[config.mk]
export PLATFORM = sky130hd
export DESIGN_NAME = dspf_cell
export DESIGN_NICKNAME = d
export VERILOG_FILES = /design/src/sv/depthwise_same_pad_fir_defines.svh /design/src/sv/dspf_pkg.sv /design/src/sv/dspf_cell.sv
export SDC_FILE = /design/constraint.sdc
export NUM_CORES = 1
export LEC_CHECK = 0
export ABC_AREA = 0
export BUFFER_PORTS_ARGS = -buffer_cell sky130_fd_sc_hd__buf_4
export CAP_MARGIN = 10
export CELL_PAD_IN_SITES_DETAIL_PLACEMENT = 0
export CELL_PAD_IN_SITES_GLOBAL_PLACEMENT = 2
export CORE_MARGIN = 2
export CORE_UTILIZATION = 44
export DETAILED_ROUTE_END_ITERATION = 8
export GPL_ROUTABILITY_DRIVEN = 0
export HOLD_SLACK_MARGIN = 0.05
export PLACE_DENSITY = 0.88
export SYNTH_ARGS = -nofsm -noshare
export SYNTH_HDL_FRONTEND = slang
export SYNTH_SLANG_ARGS = --single-unit
[constraint.sdc]
create_clock -name clk -period 15.47 [get_ports clk]
set_input_delay 1.547 -clock clk [delete_from_list [all_inputs] [get_ports clk]]
set_output_delay 1.547 -clock clk [all_outputs]
set_load 0.01 [all_outputs]
[src/sv/depthwise_same_pad_fir_defines.svh]
// Assertion helpers shared by the filter RTL.
// Each macro samples on the rising edge of clk and is disabled while rst is high.
`ifndef DEPTHWISE_SAME_PAD_FIR_DEFINES_SVH
`define DEPTHWISE_SAME_PAD_FIR_DEFINES_SVH

// Consequent must hold in the same cycle as the antecedent.
`define DSPF_ASSERT_NOW(label, ante, cons, msg) \
  label: assert property (@(posedge clk) disable iff (rst) (ante) |-> (cons)) else $error(msg);

// Consequent must hold in the cycle after the antecedent.
`define DSPF_ASSERT_NEXT(label, ante, cons, msg) \
  label: assert property (@(posedge clk) disable iff (rst) (ante) |=> (cons)) else $error(msg);

`endif

[src/sv/dspf_pkg.sv]
package dspf_pkg;

  // Filter geometry. The window spans PAD samples on either side of the center.
  localparam int TAPS      = 7;
  localparam int PAD       = TAPS / 2;
  localparam int NCELL     = 2 * PAD + 1;
  localparam int NREG      = 7;
  localparam int REG_IDX_W = $clog2(NREG);
  localparam int SEEN_W    = $clog2(PAD + 1);

  // Arithmetic: Q3.12 samples times Q1.14 taps give Q5.26 products.
  localparam int DATA_W     = 16;
  localparam int PROD_W     = 2 * DATA_W;
  localparam int LANES      = 8;
  localparam int SUM_W      = PROD_W + $clog2(LANES);
  localparam int FRAC_SHIFT = 14;

  typedef logic signed [DATA_W-1:0] sample_t;
  typedef logic signed [PROD_W-1:0] prod_t;
  typedef prod_t [LANES-1:0] prod_vec_t;

  typedef struct packed {
    sample_t sample_in;
    logic    end_of_sequence;
  } in_item_t;

  typedef struct packed {
    sample_t sample_out;
    logic    last_out;
  } out_item_t;

  // Per-step control broadcast along the cell row.
  typedef struct packed {
    logic take;
    logic clear;
  } cell_ctl_t;

endpackage

[src/sv/dspf_cell.sv]
module dspf_cell (
  input  logic               clk,
  input  logic               rst,
  input  dspf_pkg::cell_ctl_t ctl,
  input  dspf_pkg::sample_t  tap,
  input  dspf_pkg::sample_t  sample_in,
  output dspf_pkg::sample_t  sample,
  output dspf_pkg::prod_t    prod
);

  // The incoming sample is weighted now and passed to the next cell on the same step.
  always_ff @(posedge clk) begin
    if (rst) begin
      sample <= '0;
    end else if (ctl.take) begin
      sample <= ctl.clear ? '0 : sample_in;
    end
  end

  always_ff @(posedge clk) begin
    if (ctl.take) begin
      prod <= dspf_pkg::prod_t'(tap) * dspf_pkg::prod_t'(sample_in);
    end
  end

endmodule

==> results.md <==
* Top Ports at 84
* Number of synthesized register bits at 48
* Synthesized cell area at 11530 um2
* Pre-antenna DRT Iters at 5
* Crit path time final at 7.531 ns
* Hold buffer count at cts at 0
* Worst setup path start: sample_in[1]
* GRT Total Usage at 21.20%
* Final core utilization at 48.48%
* Slew @ Worst Pin at 0.8328 ns
* Vias in the first global route at 8814
* HP Class: flop to flop
* WL final at 27550 um
* Routed vias at 8067
* Worst EP arrival at 7.71 ns
* Cells after Synth at 1201
* Resize count post-CTS at 0
* CP Max Fanout at 17
* Vias per cell at 5.099
* Worst-case clock buffer depth at 2
* Num CTS Buffers at 5
* NumNets Final at 1626
* DPL Wire Length at 22180 um
* Layout cells sized above 1 at 7.698%
* Final period util at 48.68%
* Area grow syn2layout at 8.964%
* Critical Path RT at 15.65 ns
* Die ar. at 27510 um2
* Final setup fails at 0
* CTS tree: built
* Area contributors post-synth: fa_1 (45%), inv_1 (9.4%), ha_1 (8.9%), edfxtp_1 (8.3%), and2_1 (6.7%)
* Antenna diodes at 0
* Syn avg cell area at 9.599 um2
* Synthesis Warnings at 0
* Clk_lat worst skew at 0.31 ns
* Reg2reg start: sample[8]
* Startpoint Class: input port
* Seq/Total Area, Yosys at 11.11%
* Count leader, synth: inv_1
* Gr ovfl total at 0
* Core area at 25910 um2
* # DRC at 0
* TNS Setup at 0 ns
* Input/output buffers at 83
* Max Cap Viol at 0
* Post-synth top area cell: fa_1
* Critical Path Sink Type: flop
* Commonest register cell after synthesis: edfxtp_1
* Highest clock rate at 132.8 MHz
* Final non-filler cell total at 1582
* Hold Vio Cnt, Final at 0
* Site Rows at 59
* Hold wc startpoint: sample[2]
* Placed Cells at 1574
* Initial antenna violation count at 0
* Clock net sink count at 48
* Fillcell total at 2477
* Chip Height at 165.9 um
* Reg clk slew, reported paths at 0.07 ns
* Worst clock skew at 0 ns
* Pin count of the biggest net entering global routing at 65
* H-tree depth at 2
* Fin. max-slew vios at 0
* First-pass GRT wire length at 46210 um
* Setup bufs post-CTS at 0
* Starting Density at 44.49%
* Antenna-violating nets left at 0
* Post-synth top cells: inv_1 (288), fa_1 (262), nand2_1 (131)
* Post-synth ARST share at 0%
* Number of synthesized flops with an enable pin at 32
* DR iter-0 viols at 342
* Yosys top cell area share at 45.50%
* Type of the worst setup path: input port to flop
* Post-synth cell types at 52
* RSZ-0062 raised after global routing: no
* CTS root buffer: clkbuf_16
* Status: completed
* Slew HR at 44.34%
* DIE WIDTH at 165.9 um
* Avg WL per Cell at 17.42 um
* Syn_nets at 1581
==> registers in the layout, summed over array words and instances, names as in the netlist <==
| name | count |
|---|---|
| prod | 32 |
| sample | 16 |
==> layout make-up <==
cell class                 instances  area, um2  area share (%)
inverter                         288       1081           8.606
multi-input combinational        820       8995           71.60
clock inverter                     3      37.54          0.2988
clock buffer                       5      125.1          0.9960
tap                              335      419.2           3.337
timing repair buffer              83      623.1           4.960
sequential                        48       1281           10.20
==> final timing paths <==
check                                 end  slack (ns)  depth (start not counted)
worst min-delay path            sample[2]        0.47                          2
worst min register to register  sample[2]        0.47                          2
worst max-delay path             prod[31]        7.94                         19
worst max register to register  sample[8]       14.82                          2
==> worst max-delay path: stages <==
cell      delay (ns)
buf_4           0.19
nand2_1         0.13
inv_1           0.10
fa_1            0.64
fa_1            0.86
fa_1            0.53
fa_1            0.52
fa_1            0.50
inv_1           0.05
fa_1            0.47
inv_1           0.04
ha_1            0.36
nand2_1         0.15
a211oi_1        0.29
nand4_1         0.16
o21ai_2         0.29
o21ai_1         0.22
or4_1           0.57
nand3_1         0.10
==> stage by stage <==
stage	worst slack [ns]	hold slack (ns)	instance area [um2]
global placement	7.651	0.4567	12400
floorplan	8.300	0.4890	11530
detailed placement	7.623	0.4607	12400
finish	7.939	0.4723	12560
global route	7.595	0.4889	12560
CTS	7.941	0.4724	12560
==> cell families (layout without fill, tap and decap cells) <==
| group | Yosys count | count (layout) | share of synthesized area, % |
|---|---|---|---|
| DFF | 48 | 48 | 11.11 |
| AOI/OAI and AO/OA | 95 | 95 | 5.590 |
| xor gates and xnor gates | 34 | 34 | 2.583 |
| adders and majority gates | 344 | 344 | 54.40 |
| and+or+nand+nor | 345 | 345 | 15.28 |
| muxes | 2 | 2 | 0.1737 |
| buffers and inverters | 333 | 379 | 10.86 |
==> cells in the final DEF (no fill, tap or decap), types with 2 or more instances in the layout <==
cell type  instances
clkbuf_16          5
nor2b_1            3
nand3b_1          16
nand2b_1          20
and2_1           123
o21a_1             5
nand4_1            4
nand3_1            9
dfxtp_1           16
inv_1            288
a21o_1            12
o21bai_1           2
edfxtp_1          32
xnor2_1           25
nor3_1             3
ha_1              82
nor2_1            32
o21ai_1            6
a211oi_1           3
mux2i_1            2
clkinv_1           2
o21ai_0            7
nand2_1          131
a21oi_1           37
fa_1             262
buf_4             83
o31ai_1            2
o22ai_1            2
xor2_1             9
==> per-layer routing <==
| layer | vias to the layer above | routed length (um) | GRT usage [%] |
|---|---|---|---|
| met2 | 146 | 14730 | 38.01 |
| met3 | 39 | 942 | 2.026 |
| li1 | 3655 | - | - |
| met4 | 0 | 702 | 6.049 |
| met1 | 4227 | 11180 | 27.38 |
| met5 | - | 0 | 0 |
Power is not shown: default switching activity piles up to over one toggle a cycle in this logic, so the estimate is an artifact.
