`src/sv/depthwise_same_pad_fir_defines.svh`:
```
// Assertion helpers shared by the filter RTL.
// Each macro samples on the rising edge of clk and is disabled while rst is high.
`ifndef DEPTHWISE_SAME_PAD_FIR_DEFINES_SVH
`define DEPTHWISE_SAME_PAD_FIR_DEFINES_SVH

// Consequent must hold in the same cycle as the antecedent.
`define DSPF_ASSERT_NOW(label, ante, cons, msg) \
  label: assert property (@(posedge clk) disable iff (rst) (ante) |-> (cons)) else $error(msg);

// Consequent must hold in the cycle after the antecedent.
`define DSPF_ASSERT_NEXT(label, ante, cons, msg) \
  label: assert property (@(posedge clk) disable iff (rst) (ante) |=> (cons)) else $error(msg);

`endif

```
`src/sv/dspf_pkg.sv`:
```
package dspf_pkg;

  // Filter geometry. The window spans PAD samples on either side of the center.
  localparam int TAPS      = 7;
  localparam int PAD       = TAPS / 2;
  localparam int NCELL     = 2 * PAD + 1;
  localparam int NREG      = 7;
  localparam int REG_IDX_W = $clog2(NREG);
  localparam int SEEN_W    = $clog2(PAD + 1);

  // Arithmetic: Q3.12 samples times Q1.14 taps give Q5.26 products.
  localparam int DATA_W     = 16;
  localparam int PROD_W     = 2 * DATA_W;
  localparam int LANES      = 8;
  localparam int SUM_W      = PROD_W + $clog2(LANES);
  localparam int FRAC_SHIFT = 14;

  typedef logic signed [DATA_W-1:0] sample_t;
  typedef logic signed [PROD_W-1:0] prod_t;
  typedef prod_t [LANES-1:0] prod_vec_t;

  typedef struct packed {
    sample_t sample_in;
    logic    end_of_sequence;
  } in_item_t;

  typedef struct packed {
    sample_t sample_out;
    logic    last_out;
  } out_item_t;

  // Per-step control broadcast along the cell row.
  typedef struct packed {
    logic take;
    logic clear;
  } cell_ctl_t;

endpackage

```
`src/sv/dspf_sum.sv`:
```
module dspf_sum (
  input  logic                  clk,
  input  logic                  rst,
  input  logic                  in_valid,
  output logic                  in_ready,
  input  logic                  in_last,
  input  dspf_pkg::prod_vec_t   prods,
  output logic                  out_valid,
  input  logic                  out_ready,
  output dspf_pkg::out_item_t   out_data
);

  localparam int W2 = dspf_pkg::PROD_W + 1;
  localparam int W3 = dspf_pkg::PROD_W + 2;
  localparam int SW = dspf_pkg::SUM_W;
  localparam logic signed [SW-1:0] ROUND_BIAS = SW'(1 << (dspf_pkg::FRAC_SHIFT - 1));
  localparam logic signed [SW-1:0] SAT_HI = SW'((1 << (dspf_pkg::DATA_W - 1)) - 1);
  localparam logic signed [SW-1:0] SAT_LO = -SW'(1 << (dspf_pkg::DATA_W - 1));

  logic                 v2, l2, v3, l3;
  logic signed [W2-1:0] p2 [4];
  logic signed [W3-1:0] p3 [2];
  logic                 r_out, r3, r2;
  logic signed [SW-1:0] acc, biased, shifted;
  dspf_pkg::sample_t    sat;

  assign r_out    = !out_valid || out_ready;
  assign r3       = !v3 || r_out;
  assign r2       = !v2 || r3;
  assign in_ready = r2;

  // Final add, round half up, saturate to the sample range.
  always_comb begin
    acc     = SW'(p3[0]) + SW'(p3[1]);
    biased  = acc + ROUND_BIAS;
    shifted = biased >>> dspf_pkg::FRAC_SHIFT;
    if (shifted > SAT_HI) begin
      sat = SAT_HI[dspf_pkg::DATA_W-1:0];
    end else if (shifted < SAT_LO) begin
      sat = SAT_LO[dspf_pkg::DATA_W-1:0];
    end else begin
      sat = shifted[dspf_pkg::DATA_W-1:0];
    end
  end

  always_ff @(posedge clk) begin
    if (rst) begin
      v2        <= 1'b0;
      v3        <= 1'b0;
      out_valid <= 1'b0;
    end else begin
      if (r2) begin
        v2 <= in_valid;
      end
      if (r3) begin
        v3 <= v2;
      end
      if (r_out) begin
        out_valid <= v3;
      end
    end
  end

  always_ff @(posedge clk) begin
    if (r2) begin
      l2 <= in_last;
      for (int i = 0; i < 4; i++) begin
        p2[i] <= W2'($signed(prods[2*i])) + W2'($signed(prods[2*i+1]));
      end
    end
    if (r3) begin
      l3 <= l2;
      for (int i = 0; i < 2; i++) begin
        p3[i] <= W3'(p2[2*i]) + W3'(p2[2*i+1]);
      end
    end
    if (r_out) begin
      out_data.sample_out <= sat;
      out_data.last_out   <= l3;
    end
  end

endmodule

```
`config.mk`:
```
export PLATFORM = sky130hd
export DESIGN_NAME = dspf_sum
export DESIGN_NICKNAME = d
export VERILOG_FILES = /design/src/sv/depthwise_same_pad_fir_defines.svh /design/src/sv/dspf_pkg.sv /design/src/sv/dspf_sum.sv
export SDC_FILE = /design/constraint.sdc
export NUM_CORES = 1
export LEC_CHECK = 0
export BUFFER_PORTS_ARGS = -buffer_cell sky130_fd_sc_hd__buf_2
export CAP_MARGIN = 20
export CORE_ASPECT_RATIO = 1.4
export CORE_UTILIZATION = 40
export DETAILED_ROUTE_END_ITERATION = 6
export GPL_TIMING_DRIVEN = 0
export PLACE_DENSITY = 0.6
export SLEW_MARGIN = 0
export SYNTH_ARGS = -nofsm -noshare
export SYNTH_HDL_FRONTEND = slang
export SYNTH_SLANG_ARGS = --single-unit
```
`constraint.sdc`:
```
create_clock -name clk -period 7.3 [get_ports clk]
set_input_delay 1.46 -clock clk [delete_from_list [all_inputs] [get_ports clk]]
set_output_delay 1.46 -clock clk [all_outputs]
set_load 0.1 [all_outputs]
```
==> out/qor.yml <==
finish:
  mostFrequentLayoutCell: "buf_2"
  drive_gt1_frac: 0.174
  diodes: 0
  mostFrequentLayoutCells: "buf_2 (279), ha_1 (259), edfxtp_1 (219), a21oi_1 (162), xnor2_1 (129)"
  layout-area-overhead-vs-synth_pct: 17.1
  fill_cells: 4060
  final_nets: 2502
logic_synthesis:
  synth_warnings: 0
  synthArstFlopShare: 0
  syn_inst: 1667
  yosys.cell_types.count: 72
  synth-compound-area-share: 0.198
  syn_avg_cell_area_um2: 10.4
  synth_top_flop_cell: "edfxtp_1"
  synth-edff-count: 219
  muxShareOfSynthArea: 0.00115
  synthAdderAreaFrac: 0.194
  yosysSeqAreaShare: 0.382
  yosys.area_share.simple: 0.111
  syn_nets: 2193
  syn_area_mm2: 0.0174
  synth_top_family_by_area: "compound AO/OA/AOI/OAI gates"
  synth_xor_area_frac: 0.0947
  synth_seq_cells: 222
place:
  gp_congestion: 0.857
  dpl.hpwl_um: 32200
  portBuffers: 279
clocking:
  cts_tree: "built"
  cts_sinks: 222
  clock_latency_ns: 0.54
  post-cts-setup-buffers: 0
  clock_path_buffers: 3
  cts_root_buf: "clkbuf_16"
  h-tree-depth: 1
  clk_pin_slew_ns: 0.06
  cts_resized: 0
  cts_hold_buf: 0
  numCtsBuffers: 26
timing:
  final-setup-viol-count: 0
  fin_hold_ws_ns: 0.424
  slew_headroom: 0.378
  final_hold_viol_count: 0
  fin_crit_ns: 4.76
  final_max_slew_viol_count: 0
  period_share: 0.652
  fmax_mhz: 210
  rsz0062_at_grt: "false"
  fin_setup_tns_ns: 0
  skew_ns: 0.0133
  tightest_slew_ns: 0.933
detailed_routing:
  finalWirelength_um: 39400
  post_drt_wl_per_cell_um: 15.5
  wl_met2_um: 22500
  drc: 0
  ant_nets: 0
  highest_layer: "met4"
  routed_via_density: 5.32
  drtPass1Iterations: 5
  drt_iter0_markers: 575
  met3WireLength_um: 1090
  met1_length_um: 14800
  vias: 13558
global_routing:
  grt_usage: 0.176
  grt.overflow.total: 0
  antenna_found_initial: 0
  grt_pass1_wl_um: 63200
  first_global_vias: 13488
  grt_max_degree: 69
flow_run:
  maxCapViolCount: 0
floorplanning:
  io_pins: 280
  die-area_mm2: 0.0443
  coreArea_mm2: 0.0429
  initial_core_util: 0.405
  dieHeight_um: 249
  die_w_um: 178
  rows: 90
pwr:
  max-vdd-ir-drop_uv: 248
  power.density_mw_per_mm2: 374
  p_leak_nw: 9.13
setup_path:
  startpoint_type: "input port"
  critPathKind: "input port to register"
  critical_path_required_ns: 7.56
  endpoint_kind: "register"
  reg2reg_depth: 14
  worstPathMaxFanout: 3
  crit_arrival_ns: 5.02
worst_hold_path:
  hold_path_depth: 0
  hp-class: "register to register"
outcome:
  outcome: "completed"
layout make-up:
cell class              count  area (um2)  share of cell area
inverters                  79         297              0.0146
flip-flops and latches    222        6640               0.326
clock buffers              37         723              0.0356
well taps                 552         691              0.0340
multi-input cells        1361       10400               0.511
plain buffers               5        42.5             0.00209
repair buffers            281        1440              0.0710
clock inverters            11         104             0.00511
final timing paths:
| check | from | to | slack, ns |
|---|---|---|---|
| setup / recovery | prods[65] | p2[1][31] | 2.54 |
| setup reg to reg | p3[0][16] | out_data[6] | 3.21 |
| hold reg to reg | l3 | out_data[0] | 0.42 |
| hold / removal | l3 | out_data[0] | 0.42 |
where the power goes:
group / switching (W) / internal [W]
registers: 0.000162 / 0.00203
clock network: 0.000503 / 0.000757
logic: 0.00243 / 0.00172
logic make-up after synthesis:
logic type | Yosys count
compound gates | 527
simple gates | 380
fa+ha+maj | 265
flops | 222
xor+xnor | 187
buf+inv | 84
mux | 2
metrics by stage:
| step | total power, W | utilization | cell area (um2) | cells | setup slack [ns] |
|---|---|---|---|---|---|
| 4_1_cts | 0.00771 | 0.474 | 20300 | 2548 | 2.64 |
| 5_1_grt | 0.00822 | 0.474 | 20300 | 2548 | 2.33 |
| 2_1_floorplan | 0.00544 | - | 17400 | 1667 | 0.733 |
| 6_report | 0.00760 | 0.474 | 20300 | 2548 | 2.54 |
| 3_3_place_gp | 0.00633 | 0.453 | 19500 | 2498 | -0.797 |
| 3_5_place_dp | 0.00641 | 0.455 | 19500 | 2500 | 2.12 |
synth_stat cells (all sizes together), types with 16 or more instances:
cell type,number,share of area
nand2,87,0.019
ha,259,0.19
nand2b,24,0.0086
o21a,31,0.013
nand3,22,0.0063
a21oi,164,0.048
a21o,82,0.036
inv,79,0.017
o211ai,16,0.0069
nor3,30,0.0086
xnor2,129,0.065
and3,20,0.0076
nor2,97,0.021
edfxtp,219,0.38
a31oi,19,0.0068
o21ai,102,0.032
xor2,58,0.030
nor2b,35,0.013
o21bai,20,0.0086
worst max-delay path: stages:
cell and delay (ns):
buf_2 0.10, ha_1 0.28, a21o_1 0.18, a21oi_1 0.27, nand3b_1 0.16, a31oi_1 0.11, a2111oi_0 0.64, o31ai_1 0.28
o21a_1 0.28, a41o_1 0.26, o41ai_1 0.61, mux2i_1 0.27, nand3_1 0.11
flip-flops by register name (all words and copies together), names as in the netlist:
register,count
p2,132
l3,1
v3,1
out_data,17
p3,68
out_valid,1
v2,1
l2,1
metal layers:
layer	GRT usage	vias to the layer above
met3	0.0131	61
met1	0.184	6319
li1	-	6942
met2	0.360	236
met4	0.0535	0
met5	0	-
Power figures use the tool's default switching activity.
